**src/hdl/ntc_pkg.sv**
```systemverilog
// ----------------------------------------------------------------------------
// ntc_pkg: shared types and constants for the number to text cell core
// Holds the transaction record that moves down the digit chain, the decimal
// step table and the character table used for the cell writes.
// ----------------------------------------------------------------------------
package ntc_pkg;

	// screen geometry and chain length
	localparam int SCREEN_COLUMNS = 80;
	localparam int NUM_CELLS      = 10;

	// field widths
	localparam int NUMBER_W = 32;
	localparam int ROW_W    = 5;
	localparam int COL_W    = 7;
	localparam int ADDR_W   = 11;
	localparam int WORD_W   = 16;
	localparam int REM_W    = 40;
	localparam int DEC_W    = 34;
	localparam int DIGS_W   = 4 * NUM_CELLS;
	localparam int START_W  = 14;

	// ascii codes of the hex prefix
	localparam logic [7:0] CHAR_ZERO = 8'h30;
	localparam logic [7:0] CHAR_X    = 8'h78;

	// multiples of one billion, the weight of the top decimal digit
	localparam logic [DEC_W-1:0] DEC_STEP [10] = '{
		34'd0,
		34'd1000000000,
		34'd2000000000,
		34'd3000000000,
		34'd4000000000,
		34'd5000000000,
		34'd6000000000,
		34'd7000000000,
		34'd8000000000,
		34'd9000000000
	};

	// digit to ascii, uppercase hex letters
	localparam logic [7:0] DIGIT_CHARS [16] = '{
		8'h30, 8'h31, 8'h32, 8'h33, 8'h34, 8'h35, 8'h36, 8'h37,
		8'h38, 8'h39, 8'h41, 8'h42, 8'h43, 8'h44, 8'h45, 8'h46
	};

	// one transaction as it moves from cell to cell
	typedef struct packed {
		logic              valid;
		logic              hex;
		logic [REM_W-1:0]  rem;   // remaining value, top digit aligned
		logic [ADDR_W-1:0] addr;  // first cell address
		logic [7:0]        attr;  // attribute byte
		logic [DIGS_W-1:0] digs;  // significant digits so far, newest lowest
		logic [3:0]        ndig;  // count of significant digits
	} cell_t;

	// emitter status seen by the top level
	typedef struct packed {
		logic active;
		logic finishing;
	} emit_stat_t;

endpackage

```
**src/hdl/ntc_cell.sv**
```systemverilog
// ----------------------------------------------------------------------------
// ntc_cell: one digit cell of the conversion chain
// Peels off the top digit of the remaining value (decimal or hex), drops
// leading zeros and hands the transaction to the next cell.
// ----------------------------------------------------------------------------
module ntc_cell
	import ntc_pkg::*;
(
	input  logic  clk,
	input  logic  arst_n,
	input  cell_t prev,
	output cell_t next
);

	logic [DEC_W-1:0] dec_x;
	logic [3:0]       dec_d;
	logic [DEC_W-1:0] dec_r;
	logic [DEC_W-1:0] dec_r30;
	logic [DEC_W-1:0] dec_nxt;
	logic [3:0]       d;
	logic [REM_W-1:0] rem_nxt;
	logic             started;

	// decimal digit: largest multiple of one billion not above the value
	always_comb begin
		dec_x = prev.rem[DEC_W-1:0];
		dec_d = 4'd0;
		for (int m = 1; m < 10; m++) begin
			if (dec_x >= DEC_STEP[m]) begin
				dec_d = 4'(m);
			end
		end
		dec_r   = dec_x - DEC_STEP[dec_d];
		dec_r30 = {4'b0, dec_r[29:0]};
		dec_nxt = (dec_r30 << 3) + (dec_r30 << 1);
	end

	// pick the digit and the shifted remainder for this radix
	always_comb begin
		if (prev.hex) begin
			d       = prev.rem[REM_W-1 -: 4];
			rem_nxt = {prev.rem[REM_W-5:0], 4'b0};
		end else begin
			d       = dec_d;
			rem_nxt = {{(REM_W-DEC_W){1'b0}}, dec_nxt};
		end
		started = (prev.ndig != 4'd0) || (d != 4'd0);
	end

	// stage register
	always_ff @(posedge clk or negedge arst_n) begin
		if (!arst_n) begin
			next <= '0;
		end else begin
			next.valid <= prev.valid;
			next.hex   <= prev.hex;
			next.rem   <= rem_nxt;
			next.addr  <= prev.addr;
			next.attr  <= prev.attr;
			if (started) begin
				next.digs <= {prev.digs[DIGS_W-5:0], d};
				next.ndig <= prev.ndig + 4'd1;
			end else begin
				next.digs <= prev.digs;
				next.ndig <= prev.ndig;
			end
		end
	end

endmodule

```
**src/hdl/ntc_emit.sv**
```systemverilog
// ----------------------------------------------------------------------------
// ntc_emit: cell write emitter
// Takes a finished transaction from the end of the chain and sends its cell
// writes one per cycle: the hex prefix first, then the digits.
// ----------------------------------------------------------------------------
module ntc_emit
	import ntc_pkg::*;
(
	input  logic              clk,
	input  logic              arst_n,
	input  cell_t             item,
	output emit_stat_t        stat,
	output logic              strobe,
	output logic [ADDR_W-1:0] cell_address,
	output logic [WORD_W-1:0] cell_word,
	output logic              last
);

	logic [1:0]        pre_q;
	logic [3:0]        left_q;
	logic [DIGS_W-1:0] vec_q;
	logic [ADDR_W-1:0] addr_q;
	logic [7:0]        attr_q;
	logic              strobe_q;
	logic              last_q;
	logic [ADDR_W-1:0] cell_address_q;
	logic [WORD_W-1:0] cell_word_q;

	logic              active;
	logic              fin;
	logic [7:0]        ch;
	logic [3:0]        shamt;
	logic [DIGS_W-1:0] vec_load;
	logic [3:0]        cnt_load;

	// current character and burst status
	always_comb begin
		active = (pre_q != 2'd0) || (left_q != 4'd0);
		fin    = (pre_q == 2'd0) && (left_q == 4'd1);
		if (pre_q == 2'd2) begin
			ch = CHAR_ZERO;
		end else if (pre_q == 2'd1) begin
			ch = CHAR_X;
		end else begin
			ch = DIGIT_CHARS[vec_q[DIGS_W-1 -: 4]];
		end
	end

	// left-align the digits of an arriving transaction, zero shows one digit
	always_comb begin
		shamt    = 4'(NUM_CELLS) - item.ndig;
		vec_load = item.digs << {shamt, 2'b00};
		cnt_load = (item.ndig == 4'd0) ? 4'd1 : item.ndig;
	end

	// burst counters
	always_ff @(posedge clk or negedge arst_n) begin
		if (!arst_n) begin
			pre_q    <= 2'd0;
			left_q   <= 4'd0;
			strobe_q <= 1'b0;
		end else begin
			strobe_q <= active;
			if (item.valid) begin
				pre_q  <= item.hex ? 2'd2 : 2'd0;
				left_q <= cnt_load;
			end else if (pre_q != 2'd0) begin
				pre_q <= pre_q - 2'd1;
			end else if (left_q != 4'd0) begin
				left_q <= left_q - 4'd1;
			end
		end
	end

	// burst payload and output registers
	always_ff @(posedge clk) begin
		if (active) begin
			cell_address_q <= addr_q;
			cell_word_q    <= {attr_q, ch};
			last_q         <= fin;
		end
		if (item.valid) begin
			vec_q  <= vec_load;
			addr_q <= item.addr;
			attr_q <= item.attr;
		end else if (active) begin
			addr_q <= addr_q + 11'd1;
			if (pre_q == 2'd0) begin
				vec_q <= {vec_q[DIGS_W-5:0], 4'b0};
			end
		end
	end

	assign stat.active    = active;
	assign stat.finishing = fin;
	assign strobe         = strobe_q;
	assign cell_address   = cell_address_q;
	assign cell_word      = cell_word_q;
	assign last           = strobe_q & last_q;

endmodule

```
**src/hdl/number_to_text_cells_core.sv**
```systemverilog
// ----------------------------------------------------------------------------
// number_to_text_cells_core: 32-bit number to text-mode cell writes
// Renders a number in decimal or 0x-prefixed hex as a burst of cell writes.
// ----------------------------------------------------------------------------
// A number is taken when start is high and busy is low; busy then stays high
// until the single result port has had time for the longest burst of ten
// cells, so a new number can be taken while the last is still in the chain.
// The digits are worked out in a chain of ten cells, one digit per cell, and
// the cell writes of a number are then shown one after another, in
// consecutive cycles. Each write is shown for exactly one cycle with strobe
// high and cannot be held off, so the receiver must take every strobe; last
// marks the final write of a number.
module number_to_text_cells_core
	import ntc_pkg::*;
(
	input  logic                clk,
	input  logic                arst_n,
	input  logic                start,
	output logic                busy,
	input  logic [NUMBER_W-1:0] number,
	input  logic                hex_mode,
	input  logic [ROW_W-1:0]    row,
	input  logic [COL_W-1:0]    col,
	input  logic [3:0]          fore,
	input  logic [3:0]          back,
	output logic                strobe,
	output logic [ADDR_W-1:0]   cell_address,
	output logic [WORD_W-1:0]   cell_word,
	output logic                last
);

	logic [3:0]         gap_q;
	logic               accept;
	logic [START_W-1:0] start_addr;
	cell_t              chain [NUM_CELLS+1];
	emit_stat_t         stat;

	// input acceptance and spacing of transactions
	assign accept = start & ~busy;
	assign busy   = (gap_q != 4'd0);

	always_ff @(posedge clk or negedge arst_n) begin
		if (!arst_n) begin
			gap_q <= 4'd0;
		end else if (accept) begin
			gap_q <= 4'(NUM_CELLS - 1);
		end else if (gap_q != 4'd0) begin
			gap_q <= gap_q - 4'd1;
		end
	end

	// start address and record entering the chain
	assign start_addr = START_W'(row) * START_W'(SCREEN_COLUMNS) + START_W'(col);

	always_comb begin
		chain[0].valid = accept;
		chain[0].hex   = hex_mode;
		chain[0].rem   = {{(REM_W-NUMBER_W){1'b0}}, number};
		chain[0].addr  = start_addr[ADDR_W-1:0];
		chain[0].attr  = {back, fore};
		chain[0].digs  = '0;
		chain[0].ndig  = 4'd0;
	end

	// digit chain
	for (genvar i = 0; i < NUM_CELLS; i++) begin : g_cell
		ntc_cell u_cell (
			.clk    (clk),
			.arst_n (arst_n),
			.prev   (chain[i]),
			.next   (chain[i+1])
		);
	end

	// cell write emitter
	ntc_emit u_emit (
		.clk          (clk),
		.arst_n       (arst_n),
		.item         (chain[NUM_CELLS]),
		.stat         (stat),
		.strobe       (strobe),
		.cell_address (cell_address),
		.cell_word    (cell_word),
		.last         (last)
	);

	// an accepted transaction holds off the next one
	a_accept_busy: assert property (@(posedge clk) disable iff (!arst_n)
		accept |=> busy)
		else $error("start taken without busy in the following cycle");

	// last only marks a shown cell write
	a_last_strobe: assert property (@(posedge clk) disable iff (!arst_n)
		last |-> strobe)
		else $error("last without strobe");

	// a new transaction reaches the emitter only when the previous burst ends
	a_no_overrun: assert property (@(posedge clk) disable iff (!arst_n)
		chain[NUM_CELLS].valid |-> (!stat.active || stat.finishing))
		else $error("emitter loaded while a burst is still in progress");

endmodule

```
**config.mk**
```make
export PLATFORM = sky130hd
export DESIGN_NAME = number_to_text_cells_core
export DESIGN_NICKNAME = d
export VERILOG_FILES = /design/src/hdl/ntc_pkg.sv /design/src/hdl/ntc_cell.sv /design/src/hdl/ntc_emit.sv /design/src/hdl/number_to_text_cells_core.sv
export SDC_FILE = /design/constraint.sdc
export NUM_CORES = 2
export LEC_CHECK = 0
export BUFFER_PORTS_ARGS = -buffer_cell sky130_fd_sc_hd__buf_2
export CAP_MARGIN = 20
export CORE_MARGIN = 10
export CORE_UTILIZATION = 40
export CTS_BUF_LIST = sky130_fd_sc_hd__clkbuf_16
export DETAILED_ROUTE_END_ITERATION = 16
export HOLD_SLACK_MARGIN = 0.1
export SLEW_MARGIN = 20
export SYNTH_ARGS = -nofsm -noshare
export SYNTH_HDL_FRONTEND = slang
export SYNTH_HIERARCHICAL = 1
export SYNTH_SLANG_ARGS = --single-unit
```
**constraint.sdc**
```tcl
create_clock -name clk -period 15.3 [get_ports clk]
set_clock_uncertainty 0.05 [all_clocks]
set_input_delay 0.765 -clock clk [delete_from_list [all_inputs] [get_ports clk]]
set_output_delay 0.765 -clock clk [all_outputs]
set_load 0.005 [all_outputs]
```
# After elaboration in Yosys (flattened, before gate mapping)
# Memory sizes are Yosys's and may differ from the RTL's.
# Cells that the tools add are included.
[classes]
addsub = 33
mul = 1
div = 0
order_cmp = 100
eq_ne = 4
shifts = 1
muxes = 154
n_bitwise = 13
n_reduce_logical = 43
[op_table]
columns = ["cell", "count"]
rows = [
  ["$ge A34 B33 Y1 const B", 36],
  ["$ge A34 B32 Y1 const B", 18],
  ["$mux W30", 18],
  ["$mux W40", 12],
  ["$mux W4", 96],
  ["$add A33 B31 Y34", 9],
  ["$ge A34 B30 Y1 const B", 9],
  ["$ge A34 B31 Y1 const B", 9],
  ["$ge A34 B34 Y1 const B", 9],
  ["$sub A30 B30 Y30", 9],
  ["$ge A32 B33 Y1 const B", 4],
  ["$reduce_bool A4 Y1", 21],
  ["$mux W36", 2],
  ["$ge A32 B32 Y1 const B", 2],
  ["$ge A5 B5 Y1 const B", 10],
  ["$not A4 Y5", 10],
  ["$mux W44", 1],
  ["$shl A40 B6 Y40", 1],
  ["$add A4 B1 Y4 const B", 9],
  ["$ge A32 B34 Y1 const B", 1],
  ["$ge A32 B30 Y1 const B", 1],
  ["$ge A32 B31 Y1 const B", 1],
  ["$mux W32", 1],
  ["$mux W28", 1],
  ["other kinds (28)", 59],
]
[totals]
register_bits = 924
latch_bits = 0
ram_bits = 0
rom_bits = 5024
in_bits = 56
out_inout_bits = 30
wordCells = 440
memories = 10
[mem_list]
columns = ["name", "depth", "word_bits", "read_ports", "rd_clocked_by_memory_dff", "wr", "line", "source"]
rows = [
  ["(name not given)", 16, 34, 1, 0, 0, "ntc_cell.sv:33", "dec_r = dec_x - DEC_STEP[dec_d];"],
  ["(name not given)", 16, 34, 1, 0, 0, "ntc_cell.sv:33", ""],
  ["(name not given)", 16, 34, 1, 0, 0, "ntc_cell.sv:33", ""],
  ["(name not given)", 16, 34, 1, 0, 0, "ntc_cell.sv:33", ""],
  ["(name not given)", 16, 34, 1, 0, 0, "ntc_cell.sv:33", ""],
  ["(name not given)", 16, 34, 1, 0, 0, "ntc_cell.sv:33", ""],
  ["4 more memories", "n/a", "n/a", "n/a", "n/a", "n/a", "n/a", ""],
]

# Depth between registers and ports, before layout
[depth]
word_depth = 17
ltp_mapped = 32
depth_no_buf = 30

# Cells and area by module
# Netlist, hierarchy kept.
[by_module_without_submodules]
columns = ["mod", "instances", "cells_each", "area_each_um2", "seq_area_each_um2"]
rows = [
  ["ntc_cell at g_cell[1].u_cell ...", 8, 765, 7135.6, 2602.5],
  ["ntc_cell at g_cell[0].u_cell", 1, 762, 7181.9, 2602.5],
  ["ntc_cell at g_cell[9].u_cell", 1, 833, 7064.3, 2602.5],
  ["ntc_emit", 1, 424, 5166.2, 2727.6],
  ["number_to_text_cells_core", 1, 50, 480.5, 100.1],
]

# Worst setup path before layout
# No wires, ideal clock.
[synth_timing]
kind = "input to register"
start = "in number[16]"
end = "reg g_cell[0].u_cell/next[95] in the netlist's numbering"
setup_time_ps = 125
arrival_time_ps = 6582
t_required_ps = 15125
slack_ps = 8543
cell_stages = 26
n_path_buf = 1
cell_sequence = "buf_6 -> or4_4 -> o21a_1 -> o311ai_1 -> o311a_1 -> a21oi_2 -> o21ai_4 -> inv_1 -> ha_1 -> or2_2 -> ha_1 -> a2111o_1 -> a31oi_1 -> nor2_1 -> a21oi_1 -> xnor2_1 -> ha_1 -> nand2_1 -> or4_1 -> o21ai_0 -> a21oi_1 -> o31ai_1 -> a41oi_1 -> a221oi_2 -> xor2_1 -> mux2_2"
[synth_between]
elab_chain_cells = 17
elab_cells_between_ends = 25
cone_classes = "add/sub: 2; order compare: 9; mux: 12; bitwise: 1; memory: 1"
[synth_rtl]
columns = ["item", "line", "source"]
rows = [
  ["start, declared", "number_to_text_cells_core.sv:20", "input logic [NUMBER_W-1:0] number,"],
  ["$ge A32 B30 Y1", "ntc_cell.sv:29", "if (dec_x >= DEC_STEP[m]) begin"],
  ["$mux W1", "ntc_cell.sv:29", ""],
  ["$mux W4 (8 in a row)", "ntc_cell.sv:29", ""],
  ["$not A4 Y5 (implied by the code)", "ntc_cell.sv:33", ""],
  ["$mem_v2 Z16 W34", "n/a", ""],
  ["$mux W30 (implied by the code) (2 in a row)", "ntc_cell.sv:33", ""],
  ["$sub A30 B30 Y30 *", "ntc_cell.sv:33", ""],
  ["$add A33 B31 Y34 *", "ntc_cell.sv:35", "dec_nxt = (dec_r30 << 3) + (dec_r30 << 1);"],
  ["$mux W36 *", "ntc_cell.sv:40", "if (prev.hex) begin"],
  ["via g_cell[0].u_cell.rem_nxt[32]", "ntc_cell.sv:21", "logic [REM_W-1:0] rem_nxt;"],
  ["end, declared", "ntc_cell.sv:12", "output cell_t next"],
]
# The timed path passes the listed nets; every way through them passes the cells marked *. The select of a mux whose other input is x is not followed.
# A chain may end at the register's enable or synchronous reset.

# Worst setup path after layout
[layout_timing]
start = "reg g_cell[4].u_cell/next[79] in the netlist's numbering"
end = "reg g_cell[5].u_cell/next[94] in the netlist's numbering"
[layout_between]
elab_chain_cells = 17
elab_cells_between_ends = 25
cone_classes = "add/sub: 2; order compare: 9; mux: 12; bitwise: 1; memory: 1"
[layout_rtl]
columns = ["item", "line"]
rows = [
  ["start, declared", "ntc_cell.sv:12"],
  ["$ge A34 B30 Y1", "ntc_cell.sv:29"],
  ["$mux W1", "ntc_cell.sv:29"],
  ["$mux W4 (8 in a row)", "ntc_cell.sv:29"],
  ["$not A4 Y5 (implied by the code)", "ntc_cell.sv:33"],
  ["$mem_v2 Z16 W34", "n/a"],
  ["$mux W30 (implied by the code) (2 in a row)", "ntc_cell.sv:33"],
  ["$sub A30 B30 Y30 *", "ntc_cell.sv:33"],
  ["$add A33 B31 Y34 *", "ntc_cell.sv:35"],
  ["$mux W40 *", "ntc_cell.sv:40"],
  ["via g_cell[5].u_cell.rem_nxt[31]", "ntc_cell.sv:21"],
  ["end, declared", "ntc_cell.sv:12"],
]
# Marks and branches as above.

==> qor.yml <==
synth:
  syn_inst: 7716
  syn_avg_cell_area_um2: 9.46
  synth_warnings: 6
  syn_area_mm2: 0.0730
sta:
  period_needed_ps: 8030
  fmax_mhz: 125
  maxSlewViolCount: 0
  relSlewSlack: 0.310
  setup_tns_ps: 0
  timing.final.hold_violations: 0
  setup_violations: 0
  fin_crit_sh: 0.525
  tightest_slew_ps: 1020
  rsz0062_at_grt: "false"
cts:
  ctsHoldBuffers: 14
  cts_setup_buffers: 0
  cts_tree: "done"
  cts_resized: 0
  cts_root_buf: "clkbuf_16"
  cts_sinks: 1095
  clk_latency_ps: 770
  path_clk_slew_ps: 60
  numCtsBuffers: 115
  htree_levels: 3
  cts_buffer_depth: 3
global_route:
  track_usage: 0.193
  overflow: 0
  grt_max_degree: 203
  grt_pass1_vias: 57669
  antenna_found_initial: 0
  grt_first_pass_wirelength_um: 319000
placement:
  dpl.hpwl_um: 147000
  place.gp.congestion: 0.914
  io_buffers: 84
critical_path:
  cp-end-kind: "register"
  worstPathRequired_ps: 15860
  critical_path_class: "register to register"
  r2r_setup_slack_ps: 7270
  slowest_delay_ps: 590
  cp_slowest_cell: "or4_1"
  r2r_end: "g_cell[5].u_cell/next[94]"
  critPathMaxFanout: 12
  cp.arrival_ps: 8590
  reg2reg_depth: 25
  critPathLaunchType: "register"
  crit_top_cell: "ha_1"
  rr_startpoint: "g_cell[4].u_cell/next[79]"
worst_hold_path:
  hold_path_depth: 2
  worstHoldStart: "col[4]"
  holdPathEnd: "g_cell[0].u_cell/next[56]"
  hold_path_class: "input pin to register"
drt:
  vias: 58894
  ant_nets: 0
  drtIter0Drc: 5206
  post_drt_wl_per_cell_um: 19.8
  first_pass_iters: 7
  via_per_inst: 5.84
  drc: 0
  drt-total-wl_um: 199000
final_layout:
  fin_nets: 8211
  fillers: 17373
  layout-drive-gt1-share: 0.0773
  antennaDiodeCount: 0
  syn_to_final_growth_pct: 8.03
outcome:
  outcome: "complete, no violations"
die:
  die_area_mm2: 0.200
  start_util: 0.403
  rows: 156
  core_mm2: 0.181
  die_width_um: 447
  pin_count: 86
  die_height_um: 447
flow_run:
  cap_viol_max_count: 0
-- through the flow --
stage                     area, um2  setup slack [ps]  hold slack, ps   util  std cells
after floorplan               73400              8540             281      -       7815
after global placement        75000              7550             282  0.414       9864
after detailed placement      75000              7450             285  0.414       9864
after CTS                     78800              7380             118  0.435      10090
after global routing          78800              6880             107  0.435      10090
final                         78800              7270             161  0.435      10090
-- cells in the final DEF, fill, tap and decap left out, types with 36 or more instances in the layout --
cell type and instances:
xor2_1 173, o221ai_1 36, or4_1 38, mux2i_1 77, xnor2_1 241, nand3_1 157, buf_2 83, a21oi_1 443
and3_1 68, nor2_1 448, a41o_1 43, clkbuf_16 118, inv_1 192, nand4b_1 60, a31oi_1 58, nor3_1 149
o21a_1 93, o31ai_1 60, a21o_1 220, or3_1 55, edfxtp_1 85, mux2_2 142, a211oi_1 128, o21ai_0 514
o211ai_1 80, and2_1 114, nand2b_1 84, nor4_1 88, conb_1 110, nor2b_1 40, ha_1 509, dfrtp_1 1002
mux2_1 230, nand4_1 125, nand2_1 883
-- sequential cells by signal, indices dropped and copies added (netlist names), 4 cells and up --
name / flops
u_emit/vec_q: 40
u_emit/addr_q: 11
u_emit/attr_q: 8
u_emit/cell_word: 14
u_emit/cell_address: 11
g_cell.u_cell/next: 999
u_emit/left_q: 4
gap_q: 4
-- metal layers --
layer	global-route usage	part of all wire	wire, um	up-vias
li1	-	-	-	27977
met1	0.260	0.45	89000	28889
met2	0.322	0.47	94200	1705
met3	0.0257	0.052	10400	323
met4	0.0565	0.029	5760	0
met5	0	0	0	-
-- cell type report --
cell class | instances | area, um2 | share of cell area
clock inverter | 94 | 764 | 0.00970
clock buffer | 118 | 2950 | 0.0375
multi-input combinational | 6096 | 42800 | 0.542
tap | 2370 | 2970 | 0.0376
sequential | 1095 | 27800 | 0.353
timing repair buffer | 133 | 871 | 0.0110
inverter | 184 | 691 | 0.00876
-- worst max path at each step --
| stage | startpoint | to | slack [ps] | cells after the start |
|---|---|---|---|---|
| 5_1_grt | g_cell[4].u_cell/next[79] | g_cell[5].u_cell/next[94] | 6880 | 25 |
| 2_1_floorplan | number[16] | g_cell[0].u_cell/next[95] | 8540 | 26 |
| 3_3_place_gp | g_cell[4].u_cell/next[79] | g_cell[5].u_cell/next[94] | 7550 | 25 |
| 4_1_cts | g_cell[4].u_cell/next[79] | g_cell[5].u_cell/next[94] | 7380 | 25 |
| 3_5_place_dp | g_cell[4].u_cell/next[79] | g_cell[5].u_cell/next[94] | 7450 | 25 |
| 6_report | g_cell[4].u_cell/next[79] | g_cell[5].u_cell/next[94] | 7270 | 25 |
-- worst max-delay path, delay by kind of cell, from the launching register on --
kind,cells,cell delay [ps]
AOI/OAI and AO/OA,14,3920
adders and majority gates,3,990
and+or+nand+nor,6,1940
xor gates and xnor gates,1,270
DFF,1,570
buffers and inverters,1,140
Power is left out: the tool's default activity adds up to more than one toggle a clock period on the data nets, which glitch-free logic cannot reach.
